<file path="src/rtl/core/word_frequency_subsampler_assert.svh">
// assertion macros used by the subsampler top level
`ifndef WORD_FREQUENCY_SUBSAMPLER_ASSERT_SVH
`define WORD_FREQUENCY_SUBSAMPLER_ASSERT_SVH

// same-cycle implication, checked outside reset
`define WFS_ASSERT_IMP(label, ante, cons, msg) \
  label: assert property (@(posedge clk) disable iff (!rst_n) (ante) |-> (cons)) \
    else $error(msg);

// next-cycle implication, checked outside reset
`define WFS_ASSERT_NXT(label, ante, cons, msg) \
  label: assert property (@(posedge clk) disable iff (!rst_n) (ante) |=> (cons)) \
    else $error(msg);

`endif

</file>
<file path="src/rtl/core/wfs_pkg.sv">
// shared constants, types and state codes of the word frequency subsampler
package wfs_pkg;

  // default sizes
  localparam int VOCAB_SIZE_DEF = 65536;
  localparam int FREQ_WIDTH_DEF = 32;

  // field and register widths
  localparam int IDX_W   = 16;
  localparam int RND_W   = 30;
  localparam int THR_W   = 32;
  localparam int TOTAL_W = 40;
  localparam int TL_W    = 16;
  localparam int TH_W    = TOTAL_W - TL_W;
  localparam int Q_W     = THR_W + TH_W;
  localparam int R_W     = 32;
  localparam int SQ_W    = 32;
  localparam int S_W     = 16;
  localparam int RND_SHIFT = RND_W - S_W;

  localparam logic [THR_W-1:0] THRESHOLD_RESET = 32'd42950;
  // ceil(0.38254554 * 2^16)
  localparam logic [R_W-1:0]   KEEP_RATIO_Q    = 32'd25071;

  typedef enum logic {
    OP_COUNT  = 1'b0,
    OP_DECIDE = 1'b1
  } op_t;

  typedef enum logic [3:0] {
    ST_CLEAR,
    ST_IDLE,
    ST_CNT_WR,
    ST_MUL_LO,
    ST_MUL_HI,
    ST_SUM,
    ST_DIV_GO,
    ST_DIV_WAIT,
    ST_SQRT_WAIT,
    ST_DONE
  } state_t;

  // status of an iterative arithmetic unit
  typedef struct packed {
    logic busy;
    logic done;
  } unit_stat_t;

endpackage

</file>
<file path="src/rtl/core/wfs_sqrt.sv">
// bit-pair integer square root, one result bit per cycle
module wfs_sqrt (
  input  logic                     clk,
  input  logic                     rst_n,
  input  logic                     start,
  input  logic [wfs_pkg::SQ_W-1:0] radicand,
  output wfs_pkg::unit_stat_t      stat,
  output logic [wfs_pkg::S_W-1:0]  root
);
  import wfs_pkg::*;

  logic            busy_r;
  logic            done_r;
  logic [SQ_W-1:0] v_r;
  logic [SQ_W-1:0] res_r;
  logic [SQ_W-1:0] bit_r;
  logic [SQ_W-1:0] trial;

  assign trial = res_r + bit_r;

  // control, the one-hot bit marks the last step
  always_ff @(posedge clk) begin
    if (!rst_n) begin
      busy_r <= 1'b0;
      done_r <= 1'b0;
    end else begin
      done_r <= 1'b0;
      if (start) begin
        busy_r <= 1'b1;
      end else if (busy_r && bit_r[0]) begin
        busy_r <= 1'b0;
        done_r <= 1'b1;
      end
    end
  end

  // trial subtract per bit pair
  always_ff @(posedge clk) begin
    if (start) begin
      v_r   <= radicand;
      res_r <= '0;
      bit_r <= {2'b01, {(SQ_W-2){1'b0}}};
    end else if (busy_r) begin
      if (v_r >= trial) begin
        v_r   <= v_r - trial;
        res_r <= (res_r >> 1) + bit_r;
      end else begin
        res_r <= res_r >> 1;
      end
      bit_r <= bit_r >> 2;
    end
  end

  assign stat.busy = busy_r;
  assign stat.done = done_r;
  assign root      = res_r[S_W-1:0];

endmodule
</file>
<file path="config.mk">
export PLATFORM = sky130hd
export DESIGN_NAME = wfs_sqrt
export DESIGN_NICKNAME = d
export VERILOG_FILES = /design/src/rtl/core/word_frequency_subsampler_assert.svh /design/src/rtl/core/wfs_pkg.sv /design/src/rtl/core/wfs_sqrt.sv
export SDC_FILE = /design/constraint.sdc
export NUM_CORES = 1
export LEC_CHECK = 0
export BUFFER_PORTS_ARGS = -buffer_cell sky130_fd_sc_hd__buf_2
export CAP_MARGIN = 20
export CORE_ASPECT_RATIO = 0.9
export CORE_MARGIN = 8
export CORE_UTILIZATION = 45
export CTS_BUF_LIST = sky130_fd_sc_hd__clkbuf_8
export DETAILED_ROUTE_END_ITERATION = 12
export GPL_ROUTABILITY_DRIVEN = 1
export PLACE_DENSITY = 0.69
export SLEW_MARGIN = 20
export SYNTH_ARGS = -nofsm -noshare
export SYNTH_HDL_FRONTEND = slang
export SYNTH_SLANG_ARGS = --single-unit
</file>
<file path="constraint.sdc">
create_clock -name clk -period 5.7 [get_ports clk]
set_clock_uncertainty 0.2 [all_clocks]
set_input_delay 1.71 -clock clk [delete_from_list [all_inputs] [get_ports clk]]
set_output_delay 1.71 -clock clk [all_outputs]
set_load 0.02 [all_outputs]
</file>
# Word-level counts from Yosys, hierarchy flattened
# Index checks and enable logic that the tools add are counted.
# Widths: inputs -> output; s select.
# classes
add_sub_neg	3
n_mux	7
bitwise_logic	1
reduce_logical	6
magnitude_cmp	1
# op_table
operator	count
$mux 32	4
$add 31x31->32	1
$add 32x31->32	1
$ge 32x32->1	1
$sub 32x32->32	1
$reduce_bool 2->1	3
$mux 1	3
$reduce_and 2->1	1
$reduce_or 2->1	1
$logic_and 1x1->1	1
$not 1->1	1
# word_totals
inputBits	35
elab_cells	23
ff_bits	82
out_inout_bits	18

# Depth between registers and ports, before layout
# depth
word_depth	5
mapped_depth	20
depth_no_buf	18

# Worst setup path before layout
# OpenSTA, ideal clock, no wires.
# synth_timing
path_type	reg-to-reg
from	register res_r[8]
to	register v_r[0] (enable)
path_buffers	1
slack_ps	675
synth_period_minus_slack_ps	5025
arrival_ps	4436
required_ps	5111
setup_time_ps	389
stages_incl_launch_ff	18
path_cell_list	dfxtp_1 > ha_1 > a31o_2 > a31oi_1 > o21ai_1 > a2111oi_1 > nor2b_1 > o211a_1 > o21ai_0 > xor2_1 > ha_1 > clkbuf_1 > nand3_1 > nor4_2 > o41ai_4 > nand2_2 > nand2_1 > nand2_1
# synth_via
elab_chain_len	4
# synth_lines
item	line	text
start: declaration	wfs_sqrt.sv:15	logic [SQ_W-1:0] res_r;
start signal: assignment	wfs_sqrt.sv:46	res_r <= (res_r >> 1) + bit_r;
start signal: assignment	wfs_sqrt.sv:48	res_r <= res_r >> 1;
$add 32x31->32	wfs_sqrt.sv:19	assign trial = res_r + bit_r;
$ge 32x32->1	wfs_sqrt.sv:44	if (v_r >= trial) begin
$reduce_bool 2->1 (no line)	-	
$reduce_and 2->1 (no line)	-	
end signal: assignment	wfs_sqrt.sv:40	v_r <= radicand;
end signal: assignment	wfs_sqrt.sv:45	v_r <= v_r - trial;
end: declaration	wfs_sqrt.sv:14	logic [SQ_W-1:0] v_r;
# No other way between the ends.
# A chain may end at the register's enable or synchronous reset.

# Worst setup path after layout
# layout_timing
from	register res_r[8]
to	register res_r[20]
# layout_via
elab_chain_len	3
word_cells_on_any_way	4
cone_classes	2 x add/sub; 1 x order compare; 1 x mux
# layout_lines
item	line
$add 32x31->32	wfs_sqrt.sv:19
$ge 32x32->1	wfs_sqrt.sv:44
$mux 32 *	wfs_sqrt.sv:44
# Every way passes the cells marked *; elsewhere a longest branch is shown, timed or not.

==> results.py <==
metrics = {
    "pwr": {
        "p_per_area_mw_per_mm2": 445,
        "ir_worst_vdd_mv": 0.295,
        "leakage_nw": 3.05,
    },
    "detailed_routing": {
        "detail-route-antenna-nets": 0,
        "wl_met1_mm": 8.42,
        "route.met3.wl_mm": 1.06,
        "wirelength_mm": 17.8,
        "vias_per_cell": 5.79,
        "route.met2.wl_mm": 8.12,
        "drc": 0,
        "drt_iter0_drc": 436,
        "wl_per_cell_um": 16.5,
        "top_layer": "met4",
        "route.vias.total": 6253,
        "dr.pass1.iters": 6,
    },
    "cts": {
        "cts_inserted_buffers": 9,
        "cts_tree": "built",
        "cts_hold_buf": 0,
        "insertion_delay_ps": 380,
        "cts_max_path_buffers": 2,
        "cts_resized": 0,
        "cts_setup_buffers": 0,
        "htree_levels": 3,
        "cts-root-buf": "clkbuf_8",
        "clock-sinks": 82,
        "path_clk_slew_ps": 90,
    },
    "critical_path": {
        "cp_top_family": "compound AO/OA/AOI/OAI gates",
        "cp_slowest_stage_delay_ps": 670,
        "end_kind": "flop",
        "reg2reg_slack_ps": 390,
        "cpMaxStageDelayCell": "a2111oi_1",
        "path_cells": "ha_1 > a31o_2 > a31oi_1 > o21ai_1 > a2111oi_1 > o21bai_1 > nor2b_1 > o21ai_0 > xor2_1 > ha_1 > and3_1 > nand2_1 > a21oi_1 > a211oi_2 > buf_4 > and2_1 > buf_12 > a2111oi_0 > a2111oi_1",
        "path_class": "flop to flop",
        "cp-start-kind": "flop",
        "critPathBufInv": 2,
        "critPathArrivalTime_ps": 5380,
        "r2r-start": "res_r[8]$_SDFFE_PP0P_",
        "cp_data_required_time_ps": 5760,
        "cp-startpoint": "res_r[8]$_SDFFE_PP0P_",
        "path_max_fanout": 18,
    },
    "cells_and_area": {
        "syn2layout_area_growth_pct": 7.41,
        "nets": 975,
        "layout.cells.non_filler": 1080,
        "final_util_pct": 49.6,
        "stdcell_area_mm2": 0.00769,
        "diodes": 0,
        "layout_commonest_cell": "nand2_1",
        "layout_common_cells": "98 x nand2_1, 81 x nor2_1, 66 x ha_1",
        "final_layout_size_suffix_gt1_share_pct": 11.6,
    },
    "synthesis": {
        "yosysTopAreaCellShare_pct": 14.0,
        "synthTopCellsByArea": "dfxtp_1 14%, edfxtp_1 13%, ha_1 12%, nand2_1 5.1%, xnor2_1 4.8%",
        "syn_area_per_cell_um2": 8.33,
        "synth_cell_types": 77,
        "yosysWarnings": 0,
        "synth_nets": 961,
        "synth_cells": 859,
        "synth_edf_count": 32,
        "yosys_register_bits": 82,
        "async_reset_ff_share_pct": 0,
        "synthFlopType": "dfxtp_1",
        "synth_area_mm2": 0.00716,
        "post-synth-top-area-cell": "dfxtp_1",
        "ys_seq_area_share_pct": 27.4,
    },
    "place": {
        "place_area_mm2": 0.00746,
        "dp_hpwl_mm": 13.3,
        "portBuffers": 52,
        "dp.cells": 1064,
        "gp_congestion": 0.891,
    },
    "timing": {
        "setup_tns_ps": 0,
        "worst_pin_slew_ps": 822,
        "hold_slack_ps": 301,
        "setup_viol": 0,
        "slew_headroom_pct": 45.2,
        "fmax_mhz": 188,
        "drv_slew": 0,
        "rsz0062_at_grt": "false",
        "final_hold_viol_count": 0,
        "timing.final.crit_share_pct": 93.2,
        "post-route-min-period_ps": 5310,
    },
    "grt": {
        "grt_pass1_vias": 5838,
        "grt_usage_pct": 17.7,
        "grt_pass1_wl_mm": 29.1,
        "antenna_found_initial": 0,
        "grt_max_degree": 74,
        "grt_remaining_overflow": 0,
    },
    "floorplanning": {
        "rows": 43,
        "io_pins": 53,
        "die_area_mm2": 0.0202,
        "die_height_um": 136,
        "coreArea_mm2": 0.0155,
        "initial_core_util_pct": 46.2,
        "dieWidth_um": 149,
    },
    "outcome": {
        "outcome": "finished clean",
    },
    "min_path": {
        "hp-class": "flop to flop",
        "hold_start": "bit_r[0]$_SDFFE_PP0P_",
    },
    "flow_run": {
        "maxCapViolations": 0,
    },
}
[worst min-delay path: cells and delay by family (launching register included)]
kind | cells | cell delay [ps]
DFF | 1 | 360
and+or+nand+nor | 2 | 110
[routing by layer]
| metal | vias to the layer above | track usage [%] |
|---|---|---|
| li1 | 3175 | - |
| met1 | 2888 | 22.9 |
| met2 | 170 | 28.6 |
| met3 | 20 | 4.81 |
| met4 | 0 | 4.09 |
| met5 | - | 0 |
[power breakdown]
group	switching [mW]	internal [mW]
logic	1.19	0.798
clock network	0.233	0.288
registers	0.112	0.801
[state kept, by name, summed over array words and instances (netlist names)]
name / flops
bit_r: 16
done_r: 1
v_r: 32
res_r: 32
busy_r: 1
[per-stage QoR]
stage	power, mW	setup WS [ps]
2_1_floorplan	2.44	675
3_3_place_gp	2.86	618
3_5_place_dp	2.88	470
4_1_cts	3.41	415
5_1_grt	3.68	25.6
6_report	3.42	387
[cells in the mapped netlist, types with 5 or more instances]
master	n
o21bai_1	7
nor2_1	81
a311oi_1	8
xnor2_1	39
or3_1	7
and3_1	5
clkbuf_1	28
xor2_1	32
inv_1	24
o21a_1	6
nand3_1	11
edfxtp_1	32
o31ai_1	10
nor3_1	12
a21oi_1	64
a31o_2	5
nor2b_1	13
and2_1	7
nand4_1	8
o21ai_0	53
o21ai_1	5
buf_4	20
ha_1	66
a31oi_1	26
nand2_1	98
buf_2	6
a211oi_1	24
a21o_1	12
dfxtp_1	50
mux2i_1	23
[layout make-up]
class / count / area, um^2
clock buffer: 9 / 124
clock inverter: 7 / 110
fill: 1514 / 7800
inverter: 24 / 90.1
multi-input combinational: 695 / 4810
sequential: 82 / 1960
tap: 202 / 253
timing repair buffer: 61 / 343
[cell families after synthesis]
logic type,count (synthesis),synth area share (%)
flip-flops,82,27.4
XOR/XNOR,71,8.69
AO/OA/AOI/OAI,268,25.9
adder cells (fa/ha/maj),67,11.8
AND/OR/NAND/NOR,260,16.4
buffers and inverters,82,5.45
multiplexers,29,4.37
[worst paths after layout]
check / end / cells past startpoint
worst min register to register: done_r$_SDFF_PP0_ / 2
worst max register to register: res_r[20]$_SDFFE_PP0P_ / 19
worst max-delay path: res_r[20]$_SDFFE_PP0P_ / 19
worst min-delay path: done_r$_SDFF_PP0_ / 2
Note: power is estimated with default switching activity, not from simulation.
