`src/rtl/core/word_frequency_subsampler_assert.svh`:
```
// assertion macros used by the subsampler top level
`ifndef WORD_FREQUENCY_SUBSAMPLER_ASSERT_SVH
`define WORD_FREQUENCY_SUBSAMPLER_ASSERT_SVH

// same-cycle implication, checked outside reset
`define WFS_ASSERT_IMP(label, ante, cons, msg) \
  label: assert property (@(posedge clk) disable iff (!rst_n) (ante) |-> (cons)) \
    else $error(msg);

// next-cycle implication, checked outside reset
`define WFS_ASSERT_NXT(label, ante, cons, msg) \
  label: assert property (@(posedge clk) disable iff (!rst_n) (ante) |=> (cons)) \
    else $error(msg);

`endif

```
`src/rtl/core/wfs_pkg.sv`:
```
// shared constants, types and state codes of the word frequency subsampler
package wfs_pkg;

  // default sizes
  localparam int VOCAB_SIZE_DEF = 65536;
  localparam int FREQ_WIDTH_DEF = 32;

  // field and register widths
  localparam int IDX_W   = 16;
  localparam int RND_W   = 30;
  localparam int THR_W   = 32;
  localparam int TOTAL_W = 40;
  localparam int TL_W    = 16;
  localparam int TH_W    = TOTAL_W - TL_W;
  localparam int Q_W     = THR_W + TH_W;
  localparam int R_W     = 32;
  localparam int SQ_W    = 32;
  localparam int S_W     = 16;
  localparam int RND_SHIFT = RND_W - S_W;

  localparam logic [THR_W-1:0] THRESHOLD_RESET = 32'd42950;
  // ceil(0.38254554 * 2^16)
  localparam logic [R_W-1:0]   KEEP_RATIO_Q    = 32'd25071;

  typedef enum logic {
    OP_COUNT  = 1'b0,
    OP_DECIDE = 1'b1
  } op_t;

  typedef enum logic [3:0] {
    ST_CLEAR,
    ST_IDLE,
    ST_CNT_WR,
    ST_MUL_LO,
    ST_MUL_HI,
    ST_SUM,
    ST_DIV_GO,
    ST_DIV_WAIT,
    ST_SQRT_WAIT,
    ST_DONE
  } state_t;

  // status of an iterative arithmetic unit
  typedef struct packed {
    logic busy;
    logic done;
  } unit_stat_t;

endpackage

```
`src/rtl/core/wfs_div.sv`:
```
// restoring divider: 32-bit saturating quotient of the scaled product by the frequency
module wfs_div #(
  parameter int FREQ_WIDTH = 32
) (
  input  logic                        clk,
  input  logic                        rst_n,
  input  logic                        start,
  input  logic [wfs_pkg::Q_W-1:0]     dividend,
  input  logic [FREQ_WIDTH-1:0]       divisor,
  output wfs_pkg::unit_stat_t         stat,
  output logic [wfs_pkg::R_W-1:0]     quotient
);
  import wfs_pkg::*;

  localparam int HI_W  = Q_W - R_W;
  localparam int CMP_W = (HI_W > FREQ_WIDTH) ? HI_W : FREQ_WIDTH;
  localparam int CNT_W = $clog2(R_W);

  logic                  busy_r;
  logic                  done_r;
  logic [CNT_W-1:0]      cnt_r;
  logic [FREQ_WIDTH-1:0] den_r;
  logic [FREQ_WIDTH-1:0] rem_r;
  logic [R_W-1:0]        low_r;
  logic [R_W-1:0]        quo_r;

  logic [HI_W-1:0]       hi;
  logic                  sat;
  logic [FREQ_WIDTH:0]   rem_sh;
  logic [FREQ_WIDTH:0]   diff;
  logic                  ge;

  // quotient overflows 32 bits when the upper part already reaches the divisor
  assign hi     = dividend[Q_W-1:R_W];
  assign sat    = CMP_W'(hi) >= CMP_W'(divisor);
  assign rem_sh = {rem_r, low_r[R_W-1]};
  assign diff   = rem_sh - {1'b0, den_r};
  assign ge     = rem_sh >= {1'b0, den_r};

  // control
  always_ff @(posedge clk) begin
    if (!rst_n) begin
      busy_r <= 1'b0;
      done_r <= 1'b0;
      cnt_r  <= '0;
    end else begin
      done_r <= 1'b0;
      if (start) begin
        busy_r <= !sat;
        done_r <= sat;
        cnt_r  <= CNT_W'(R_W - 1);
      end else if (busy_r) begin
        cnt_r <= cnt_r - 1'b1;
        if (cnt_r == '0) begin
          busy_r <= 1'b0;
          done_r <= 1'b1;
        end
      end
    end
  end

  // one quotient bit per cycle
  always_ff @(posedge clk) begin
    if (start) begin
      den_r <= divisor;
      rem_r <= FREQ_WIDTH'(hi);
      low_r <= dividend[R_W-1:0];
      if (sat) begin
        quo_r <= '1;
      end
    end else if (busy_r) begin
      rem_r <= ge ? diff[FREQ_WIDTH-1:0] : rem_sh[FREQ_WIDTH-1:0];
      low_r <= {low_r[R_W-2:0], 1'b0};
      quo_r <= {quo_r[R_W-2:0], ge};
    end
  end

  assign stat.busy = busy_r;
  assign stat.done = done_r;
  assign quotient  = quo_r;

endmodule

```
`config.mk`:
```
export PLATFORM = sky130hd
export DESIGN_NAME = wfs_div
export DESIGN_NICKNAME = d
export VERILOG_FILES = /design/src/rtl/core/word_frequency_subsampler_assert.svh /design/src/rtl/core/wfs_pkg.sv /design/src/rtl/core/wfs_div.sv
export SDC_FILE = /design/constraint.sdc
export NUM_CORES = 1
export LEC_CHECK = 0
export BUFFER_PORTS_ARGS = -buffer_cell sky130_fd_sc_hd__buf_2
export CORE_MARGIN = 2
export CORE_UTILIZATION = 52
export DETAILED_ROUTE_END_ITERATION = 6
export GPL_TIMING_DRIVEN = 0
export PLACE_DENSITY = 0.77
export SETUP_SLACK_MARGIN = 0.02
export SLEW_MARGIN = 20
export SYNTH_ARGS = -nofsm -noshare
export SYNTH_HDL_FRONTEND = slang
export SYNTH_SLANG_ARGS = --single-unit
```
`constraint.sdc`:
```
create_clock -name clk -period 7.55 [get_ports clk]
set_clock_uncertainty 0.2 [all_clocks]
set_input_delay 1.1325 -clock clk [delete_from_list [all_inputs] [get_ports clk]]
set_output_delay 1.1325 -clock clk [all_outputs]
set_load 0.005 [all_outputs]
```
==> After elaboration in Yosys (flattened, before gate mapping) <==
Cells that the tools add are included.
{ "word_totals": {"elab_cells": 33, "ff_bits": 135} }
{ "classes": {"order_cmp": 2, "n_mux": 16, "eq_ne": 1, "reduce_logical": 4, "add_sub_neg": 2} }
{ "ops": {"columns": ["op", "n"], "rows": [
  ["$mux 32", 6],
  ["$mux 24", 2],
  ["$ge 33x32->1", 1],
  ["$ge 24x32->1", 1],
  ["$sub 32x32->32", 1],
  ["$mux 5", 2],
  ["$mux 1", 6],
  ["$logic_not 5->1", 1],
  ["$sub 5x1->5 const B", 1],
  ["$ne 2x1->1 const B", 1],
  ["$reduce_and 2->1", 1],
  ["$reduce_bool 2->1", 1],
  ["$logic_not 1->1", 1]
]} }

==> Logic depth before layout (Yosys ltp) <==
Gate-level depths: netlist of run 1.
{ "depth": {"word_depth": 4, "ltp_mapped": 12, "mapped_depth_nobuf": 11} }

==> Worst setup path after synthesis of run 1 <==
Ideal clock, no wire load.
{ "synth_path": {"path_type": "input to register", "from": "input port dividend[32] (netlist bit)", "to": "register quo_r[0], in the netlist quotient[0] (enable)", "arrival_time_ns": 3.295, "setup_time_ns": 0.330, "path_stages": 10, "required_time_ns": 7.020, "slack_ns": 3.725, "n_path_buf": 0, "path_cell_list": "inv_1 > ha_1 > nand2b_1 > a21o_1 > a21o_1 > a211oi_1 > o21ai_0 > a2111oi_0 > nor3_1 > or2_2"} }
{ "synth_via": {"elab_chain_cells": 3} }
{ "synth_rtl": {"columns": ["element", "line", "rtl"], "rows": [
  ["from (decl)", "wfs_div.sv:8", "input logic [wfs_pkg::Q_W-1:0] dividend,"],
  ["$ge 24x32->1", "wfs_div.sv:35", "assign sat = CMP_W'(hi) >= CMP_W'(divisor);"],
  ["$ne 2x1->1 (no line)", null, null],
  ["$reduce_and 2->1 (no line)", null, null],
  ["to (signal assigned)", "wfs_div.sv:74", "quo_r <= {quo_r[R_W-2:0], ge};"],
  ["to (decl)", "wfs_div.sv:25", "logic [R_W-1:0] quo_r;"]
]} }
No other way between the ends.
A chain may end at the register's enable or synchronous reset.

==> Final worst setup path of run 1 <==
{ "layout_path": {"from": "input port dividend[32] (netlist bit)", "to": "register quo_r[30], in the netlist quotient[30] (enable)"} }
The elaborated chain is that of the path after synthesis.

==> metrics.md, run 1 <==
| Metric | Value |
|---|---|
| Share of cells above drive strength 1 | 27.6% |
| Fillers | 1274 |
| Hold Violations, Final | 0 |
| Die Footprint | 16400 µm² |
| Ant. Diodes | 0 |
| Pleak | 3.97 nW |
| Gr usage total | 22.4% |
| I/O pin count | 125 |
| PostCTS Resize Cnt | 0 |
| CTS buffer count | 17 |
| Via density | 5.57 |
| Int Power | 0.00162 W |
| Clock sink count | 135 |
| Largest net degree at the start of global routing | 58 |
| Clock period minus worst slack | 4.29 ns |
| Die H | 128 µm |
| DR DRC count | 0 |
| Slowest stage delay, CP | 0.82 ns |
| Sequential share of power | 39.9% |
| WL per Instance | 16.5 µm |
| Fin Setup TNS | 0 ns |
| Critical path peak fanout | 32 |
| Type of origin of the critical path | input port |
| Vias in the first global route | 5876 |
| Ys async rst share | 0% |
| H-tree Lvls | 4 |
| Slew at the pin closest to its max-slew limit | 0.871 ns |
| CP Class | input port to flop |
| Global-route wire length before repair | 28.7 mm |
| WL final | 17.8 mm |
| Die width | 128 µm |
| Later-pin clock latency in the skew report | 0.43 ns |
| Yosys cell types | 69 |
| Initial core utilization | 52.8% |
| DR top layer | met4 |
| Finished Core Util | 62.3% |
| Syn Nets | 884 |
| Met2 routed WL | 8.22 mm |
| Status | finished, final reports clean |
| Root cell of the clock tree | clkbuf_16 |
| Final setup vio count | 0 |
| Reg2reg path depth | 10 |
| Clock Path Buffers | 2 |
| Area growth syn-to-layout | 18.0% |
| Starting DRT DRC Count | 363 |
| Worst Path Arrival | 4.16 ns |
| Core Rows | 45 |
| Flops & latches, synth | 135 |
| RSZ-0062 raised after global routing | false |
| Hpwl dp | 12.9 mm |
| CP Capture Type | flop |
| Cts hold-fix bufs | 0 |
| Clock transition at path regs | 0.06 ns |
| Critical Path Slowest Stage Cell | a2111oi_0 |
| Final-stage net count | 1027 |
| Design Area, Final | 9440 µm² |
| Initial antenna violation count | 0 |
| CTS tree | yes |
| Cell depth of the worst hold path | 2 |
| Max cap viols | 0 |
| Worst slew margin | 41.9% |
| Core ar. | 15100 µm² |
| Final period util | 56.8% |
| Routed Antenna Nets | 0 |
| Min-delay worst type | flop to flop |
| Synth Flop Type | edfxtp_1 |
| Post-Syn Area | 8000 µm² |
| CP Data Required Time | 7.42 ns |
| Routed met3 length | 753 µm |
| Max frequency | 233 MHz |
| Clk pwr share | 35.7% |
| Post-CTS Setup Bufs | 0 |
| NetSw | 0.000686 W |
| Peak VDD IR | 0.000164 V |
| Gate power share | 24.4% |
| Wl on met1 | 8.50 mm |
| Sw Share | 29.7% |
| Final Max Slew Viols | 0 |
| Power Density | 245 nW/µm² |
| Number of synthesis warnings | 0 |
| GRT overflow | 0 |
| Routed vias | 6008 |
| Post-synthesis sequential area ratio | 48.8% |
| Placer Congestion | 0.861 |
| Post-Synthesis Cells | 734 |
| Post-synth EDFFs | 120 |
| Syn_area_per_cell | 10.9 µm² |
| Placed cell areas | 8860 µm² |
| Critical Path Most Common Cell | a21o_1 |
| Total power | 0.00231 W |
| First drt pass iteration count | 5 |
| Worst-path cell chain | buf_2 > inv_1 > ha_1 > nand2b_1 > a21o_1 > a21o_1 > a211oi_1 > o21ai_0 > a2111oi_0 > nor3_1 > or2_2 |
| PortBufs | 124 |
==> kinds of logic (layout without fill, tap and decap cells) <==
group                    Yosys count  after routing  synth area share (%)
flip-flops                       135            135                  48.8
AND/OR/NAND/NOR                  190            190                  12.3
multiplexers                      36             36                  5.06
AO/OA/AOI/OAI                    189            189                  16.5
buffers and inverters             97            253                  5.02
adder cells (fa/ha/maj)           59             59                  9.32
XOR/XNOR                          28             28                  3.06
==> path summary, 6_finish.rpt <==
path | from | end | slack, ns
setup / recovery | dividend[32] | quotient[30] | 3.26
hold reg to reg | rem_r[25] | rem_r[26] | 0.31
hold / removal | rem_r[25] | rem_r[26] | 0.31
setup reg to reg | rem_r[5] | rem_r[23] | 4.42
==> Yosys cell counts (all sizes together) (3+ instances only) <==
cell | number | area [µm²]
dfxtp | 15 | 300
a41oi | 4 | 35.0
nand2b | 11 | 68.8
nor2b | 7 | 43.8
o21ai | 32 | 175
nand2 | 52 | 195
a211oi | 3 | 35.0
a2bb2oi | 20 | 175
and2 | 4 | 26.3
ha | 58 | 726
xor2 | 9 | 78.8
or2 | 35 | 219
nor2 | 31 | 116
nor4 | 4 | 25.0
o211ai | 3 | 22.5
o21a | 6 | 60.1
xnor2 | 19 | 166
buf | 14 | 90.1
mux2 | 33 | 375
nor3 | 11 | 60.1
a21boi | 6 | 45.0
a311oi | 4 | 41.3
inv | 69 | 259
a31oi | 11 | 83.8
o21bai | 7 | 52.6
and3 | 7 | 45.1
nor3b | 6 | 45.0
o31ai | 4 | 30.0
nand3 | 9 | 45.0
a21o | 14 | 105
a211o | 3 | 26.3
mux2i | 3 | 30.0
clkbuf | 14 | 52.6
a21oi | 57 | 293
edfxtp | 120 | 3600
nand4 | 6 | 37.5
==> power by group through the flow <==
stage          logic, W  registers (W)  clock network (W)
2_1_floorplan  0.000417       0.000927                  0
6_report       0.000563       0.000921           0.000825
3_3_place_gp   0.000545       0.000933                  0
4_1_cts        0.000558       0.000920           0.000834
3_5_place_dp   0.000553       0.000936                  0
5_1_grt        0.000629       0.000928           0.000866
==> cell type report <==
class / instances / area (µm²) / area share, %
sequential: 135 / 3900 / 41.3
multi-input combinational: 502 / 3700 / 39.2
timing repair buffer: 124 / 621 / 6.57
clock buffer: 19 / 433 / 4.59
inverter: 69 / 259 / 2.74
tap: 188 / 235 / 2.49
clock inverter: 13 / 146 / 1.55
buffer: 28 / 143 / 1.51
==> layout by cell type (no fill, tap or decap), types with 4 or more instances in the layout <==
cell type,count
inv_1,69
o21ai_0,26
nor3_1,10
a21oi_1,55
nand3_1,9
a31oi_1,10
nor4_1,4
o31ai_1,4
a21o_1,14
a41oi_1,4
mux2_2,32
clkbuf_1,16
and3_1,6
o21a_1,4
nor2_1,31
nand2b_1,11
o21ai_1,4
dfxtp_1,15
o21bai_1,7
edfxtp_1,120
ha_1,58
xnor2_1,19
buf_2,130
or2_2,34
nand4_1,6
nand2_1,52
a21boi_0,6
nor2b_1,7
clkbuf_16,17
nor3b_1,6
a2bb2oi_1,20
xor2_1,9
clkinv_4,5
==> state kept, by name (all words and copies together), names as in the netlist <==
signal	cells
den_r	32
low_r	32
quotient	32
rem_r	32
cnt_r	5
busy_r	1
done_r	1
==> per-layer routing <==
| metal | track usage, % | vias to the layer above |
|---|---|---|
| met1 | 31.5 | 2859 |
| met4 | 7.18 | 0 |
| met5 | 0 | - |
| met2 | 35.5 | 151 |
| met3 | 3.96 | 23 |
| li1 | - | 2975 |
==> critical path: cells and delay by family <==
family          cells  cell delay, ns
compound gates      5            1.69
fa+ha+maj           1            0.23
buf+inv             2            0.18
simple gates        3            0.89
==> metrics by stage <==
stage | instances | worst slack [ns] | hold WS, ns
floorplan | 734 | 3.73 | 0.268
global placement | 1046 | 2.89 | 0.287
detailed placement | 1046 | 2.82 | 0.301
CTS | 1078 | 3.26 | 0.308
global route | 1078 | 3.05 | 0.333
finish | 1078 | 3.26 | 0.308
Note: power is estimated with default switching activity, not from simulation.
==> run 2: changes to the inputs <==
--- a/config.mk
+++ b/config.mk
@@ -5,12 +5,13 @@
 export SDC_FILE = /design/constraint.sdc
 export NUM_CORES = 1
 export LEC_CHECK = 0
+export ABC_AREA = 1
 export BUFFER_PORTS_ARGS = -buffer_cell sky130_fd_sc_hd__buf_2
 export CORE_MARGIN = 2
 export CORE_UTILIZATION = 52
 export DETAILED_ROUTE_END_ITERATION = 6
 export GPL_TIMING_DRIVEN = 0
-export PLACE_DENSITY = 0.77
+export PLACE_DENSITY = 0.76
 export SETUP_SLACK_MARGIN = 0.02
 export SLEW_MARGIN = 20
 export SYNTH_ARGS = -nofsm -noshare
==> constraint.sdc (replaced) <==
create_clock -name clk -period 4.5 [get_ports clk]
set_clock_uncertainty 0.2 [all_clocks]
set_input_delay 0.675 -clock clk [delete_from_list [all_inputs] [get_ports clk]]
set_output_delay 0.675 -clock clk [all_outputs]
set_load 0.005 [all_outputs]
==> metrics.md, run 2 <==
| Metric | Value |
|---|---|
| Status | finished, final reports clean (unchanged) |
| Hold Violations, Final | 0 (unchanged) |
| Post-synthesis sequential area ratio | 42.9% (was 48.8%) |
| Crit-path leading delay family | buffers and inverters (was compound AO/OA/AOI/OAI gates) |
| Clock period minus worst slack | 3.58 ns |
| Commonest cells after routing, fill and taps aside | 426 x nand2_1, 191 x inv_1, 128 x buf_2 (was 130 x buf_2, 120 x edfxtp_1, 69 x inv_1) |
| Slowest stage delay, CP | 0.64 ns (was 0.82 ns) |
| Core ar. | 17200 µm² (was 15100 µm²) |
| Pleak | 5.38 nW (was 3.97 nW) |
| DR DRC count | 0 (unchanged) |
| Worst-path cell chain | buf_2 > clkbuf_1 > nor2_1 > inv_4 > nand2_1 > inv_2 (was buf_2 > inv_1 > ha_1 > nand2b_1 > a21o_1 > a21o_1 > a211oi_1 > o21ai_0 > a2111oi_0 > nor3_1 > or2_2) |
| Syn Nets | 1315 (was 884) |
| DP Worst Slack | 0.0403 ns (was 2.82 ns) |
| Global-route wire length before repair | 37.6 mm (was 28.7 mm) |
| Share of cells above drive strength 1 | 20.1% (was 27.6%) |
| Commonest non-fill, non-tap cell in the layout | nand2_1 (was buf_2) |
| Via density | 5.01 (was 5.57) |
| First drt pass iteration count | 7 (was 5) |
| Root cell of the clock tree | clkbuf_16 (unchanged) |
| Gr usage total | 26.5% (was 22.4%) |
| Worst Hold End | den_r[2] (was rem_r[26]) |
| Core Rows | 48 (was 45) |
| Power Density | 351 nW/µm² (was 245 nW/µm²) |
| Synth top area share | 39.6% (was 45.0%) |
| PostCTS Resize Cnt | 0 (unchanged) |
| Post-synth EDFFs | 120 (unchanged) |
| WL per Instance | 15.2 µm (was 16.5 µm) |
| Clock transition at path regs | 0.07 ns (was 0.06 ns) |
| Routed vias | 7742 (was 6008) |
| Largest net degree at the start of global routing | 59 (was 58) |
| Reg2Reg Setup Slack | 1.86 ns (was 4.42 ns) |
| Total power | 0.00371 W (was 0.00231 W) |
| Worst slew margin | 41.7% (was 41.9%) |
| Most frequent cell after synthesis | nand2_1 (was edfxtp_1) |
| Reg2reg path depth | 13 (was 10) |
| Most common library cells after synthesis | 426 x nand2_1, 193 x inv_1, 120 x edfxtp_1 (was 120 x edfxtp_1, 69 x inv_1, 58 x ha_1) |
| Footprint of the multi-input gates | 4260 µm² (was 3700 µm²) |
| Ant. Diodes | 0 (unchanged) |
| Fillers | 1539 (was 1274) |
| HP Start | divisor[2] (was rem_r[25]) |
| CTS buffer count | 17 (unchanged) |
| Later-pin clock latency in the skew report | 0.43 ns (about the same) |
| Max cap viols | 0 (unchanged) |
| CP Class | input port to flop (unchanged) |
| Setup slack after layout | 0.916 ns (was 3.26 ns) |
| Ys async rst share | 0% (unchanged) |
| Reg2reg end | rem_r[22] (was rem_r[23]) |
| Post-Syn Area | 9100 µm² (was 8000 µm²) |
| Final setup vio count | 0 (unchanged) |
| RSZ-0062 raised after global routing | false (unchanged) |
| Slew at the pin closest to its max-slew limit | 0.866 ns (was 0.871 ns) |
| Placer Congestion | 1.01 (was 0.861) |
| Type of origin of the critical path | input port (unchanged) |
| Post-CTS Setup Bufs | 0 (unchanged) |
| Die width | 136 µm (was 128 µm) |
| CTS tree | yes (unchanged) |
| Worst Path Arrival | 3.45 ns (was 4.16 ns) |
| CP Capture Type | flop (unchanged) |
| Initial core utilization | 53.0% (was 52.8%) |
| Cts hold-fix bufs | 0 (unchanged) |
| FF+latch area | 3900 µm² (unchanged) |
| Final-stage net count | 1458 (was 1027) |
| Routed Antenna Nets | 0 (unchanged) |
| GRT overflow | 0 (unchanged) |
| Max frequency | 279 MHz |
| I/O pin count | 125 (unchanged) |
| Die Footprint | 18600 µm² (was 16400 µm²) |
| Finished Layout Cells | 1546 (was 1078) |
| Hpwl dp | 18.1 mm (was 12.9 mm) |
| Die H | 136 µm (was 128 µm) |
| Critical path peak fanout | 58 (was 32) |
| Critical Path Start | start (was dividend[32]) |
| Synth Flop Type | edfxtp_1 (unchanged) |
| Synth area leader | edfxtp_1 (unchanged) |
| Initial antenna violation count | 1 (was 0) |
| Syn_area_per_cell | 7.81 µm² (was 10.9 µm²) |
| Flops & latches, synth | 135 (unchanged) |
| Starting DRT DRC Count | 426 (was 363) |
| RR Startpoint | rem_r[15] (was rem_r[5]) |
| Synth top area cells | edfxtp_1 40%, nand2_1 18%, ha_1 8.0% (was edfxtp_1 45%, ha_1 9.1%, mux2_2 4.5%) |
| Cell depth of the worst hold path | 1 (was 2) |
| Area growth syn-to-layout | 16.2% (was 18.0%) |
| Critical Path Slowest Stage Cell | buf_2 (was a2111oi_0) |
| Yosys cell types | 40 (was 69) |
| WL final | 23.4 mm (was 17.8 mm) |
| Post-Synthesis Cells | 1165 (was 734) |
| H-tree Lvls | 4 (unchanged) |
| Final period util | 79.6% |
| Clock sink count | 135 (unchanged) |
| Number of synthesis warnings | 0 (unchanged) |
| CP bufs+invs | 4 (was 2) |
| Peak VDD IR | 0.000347 V (was 0.000164 V) |
| PortBufs | 124 (unchanged) |
| Vias in the first global route | 7508 (was 5876) |
| CP Data Required Time | 4.36 ns (was 7.42 ns) |
| Min-delay worst type | input port to flop (was flop to flop) |
| Final Max Slew Viols | 0 (unchanged) |
| Clock Path Buffers | 2 (unchanged) |
| Placed cells | 1514 (was 1046) |
run 2: power by group:
part | leakage [nW] | total (W) | internal, W | switching (W)
registers | 1.27 | 0.00151 | 0.00148 | 0.0000361
clock network | 0.276 | 0.00138 | 0.000745 | 0.000633
logic | 3.83 | 0.000819 | 0.000295 | 0.000524
run 2: how the worst max path moves through the flow:
stage,cells after the start,endpoint,slack (ns)
after floorplan,5,quotient[0],0.81
after global placement,6,quotient[1],-1.08
after detailed placement,6,quotient[1],0.04
after CTS,6,quotient[1],0.48
after global routing,6,quotient[26],0.62
final,6,quotient[1],0.92
run 2: through the flow:
| stage | instance area, µm² | util (%) | hold WS (ns) | setup TNS [ns] |
|---|---|---|---|---|
| after floorplan | 9100 | - | 0.243 | 0 |
| after global placement | 10000 | 58.2 | 0.259 | -34.68 |
| after detailed placement | 10000 | 58.2 | 0.266 | 0 |
| after CTS | 10600 | 61.6 | 0.220 | 0 |
| after global routing | 10600 | 61.6 | 0.224 | 0 |
| final | 10600 | 61.6 | 0.229 | 0 |
run 2: layout make-up:
| type | instances | area share (%) |
|---|---|---|
| buffer | 28 | 1.69 |
| clock buffer | 18 | 4.15 |
| clock inverter | 14 | 1.25 |
| inverter | 202 | 7.19 |
| multi-input combinational | 800 | 40.3 |
| sequential | 135 | 36.9 |
| tap | 225 | 2.66 |
| timing repair buffer | 124 | 5.87 |
run 2: metal layers:
metal  track usage (%)  vias to the layer above  share of wire [%]
li1                  -                     3971                  -
met1              34.5                     3520                 45
met2              43.4                      218                 46
met3              6.34                       31                6.5
met4              9.09                        2                2.1
met5                 0                        -              0.055
run 2: cell families after synthesis:
| kind of cell | after synthesis | share of synthesized area [%] |
|---|---|---|
| compound gates | 46 | 2.97 |
| xor+xnor | 14 | 1.35 |
| fa+ha+maj | 59 | 8.20 |
| buf+inv | 230 | 10.3 |
| flops | 135 | 42.9 |
| simple gates | 681 | 34.3 |
run 2: worst register-to-register path, stage by stage (launching register included):
cell and delay (ns):
edfxtp_1 0.45, ha_1 0.41, nand2_2 0.11, nor2_2 0.19, inv_2 0.05, o21bai_2 0.17
inv_2 0.06, nand2_2 0.09, nand2_4 0.11, nand2_8 0.12, buf_6 0.18, nand3_2 0.11
nand3_1 0.09, nand2_1 0.07
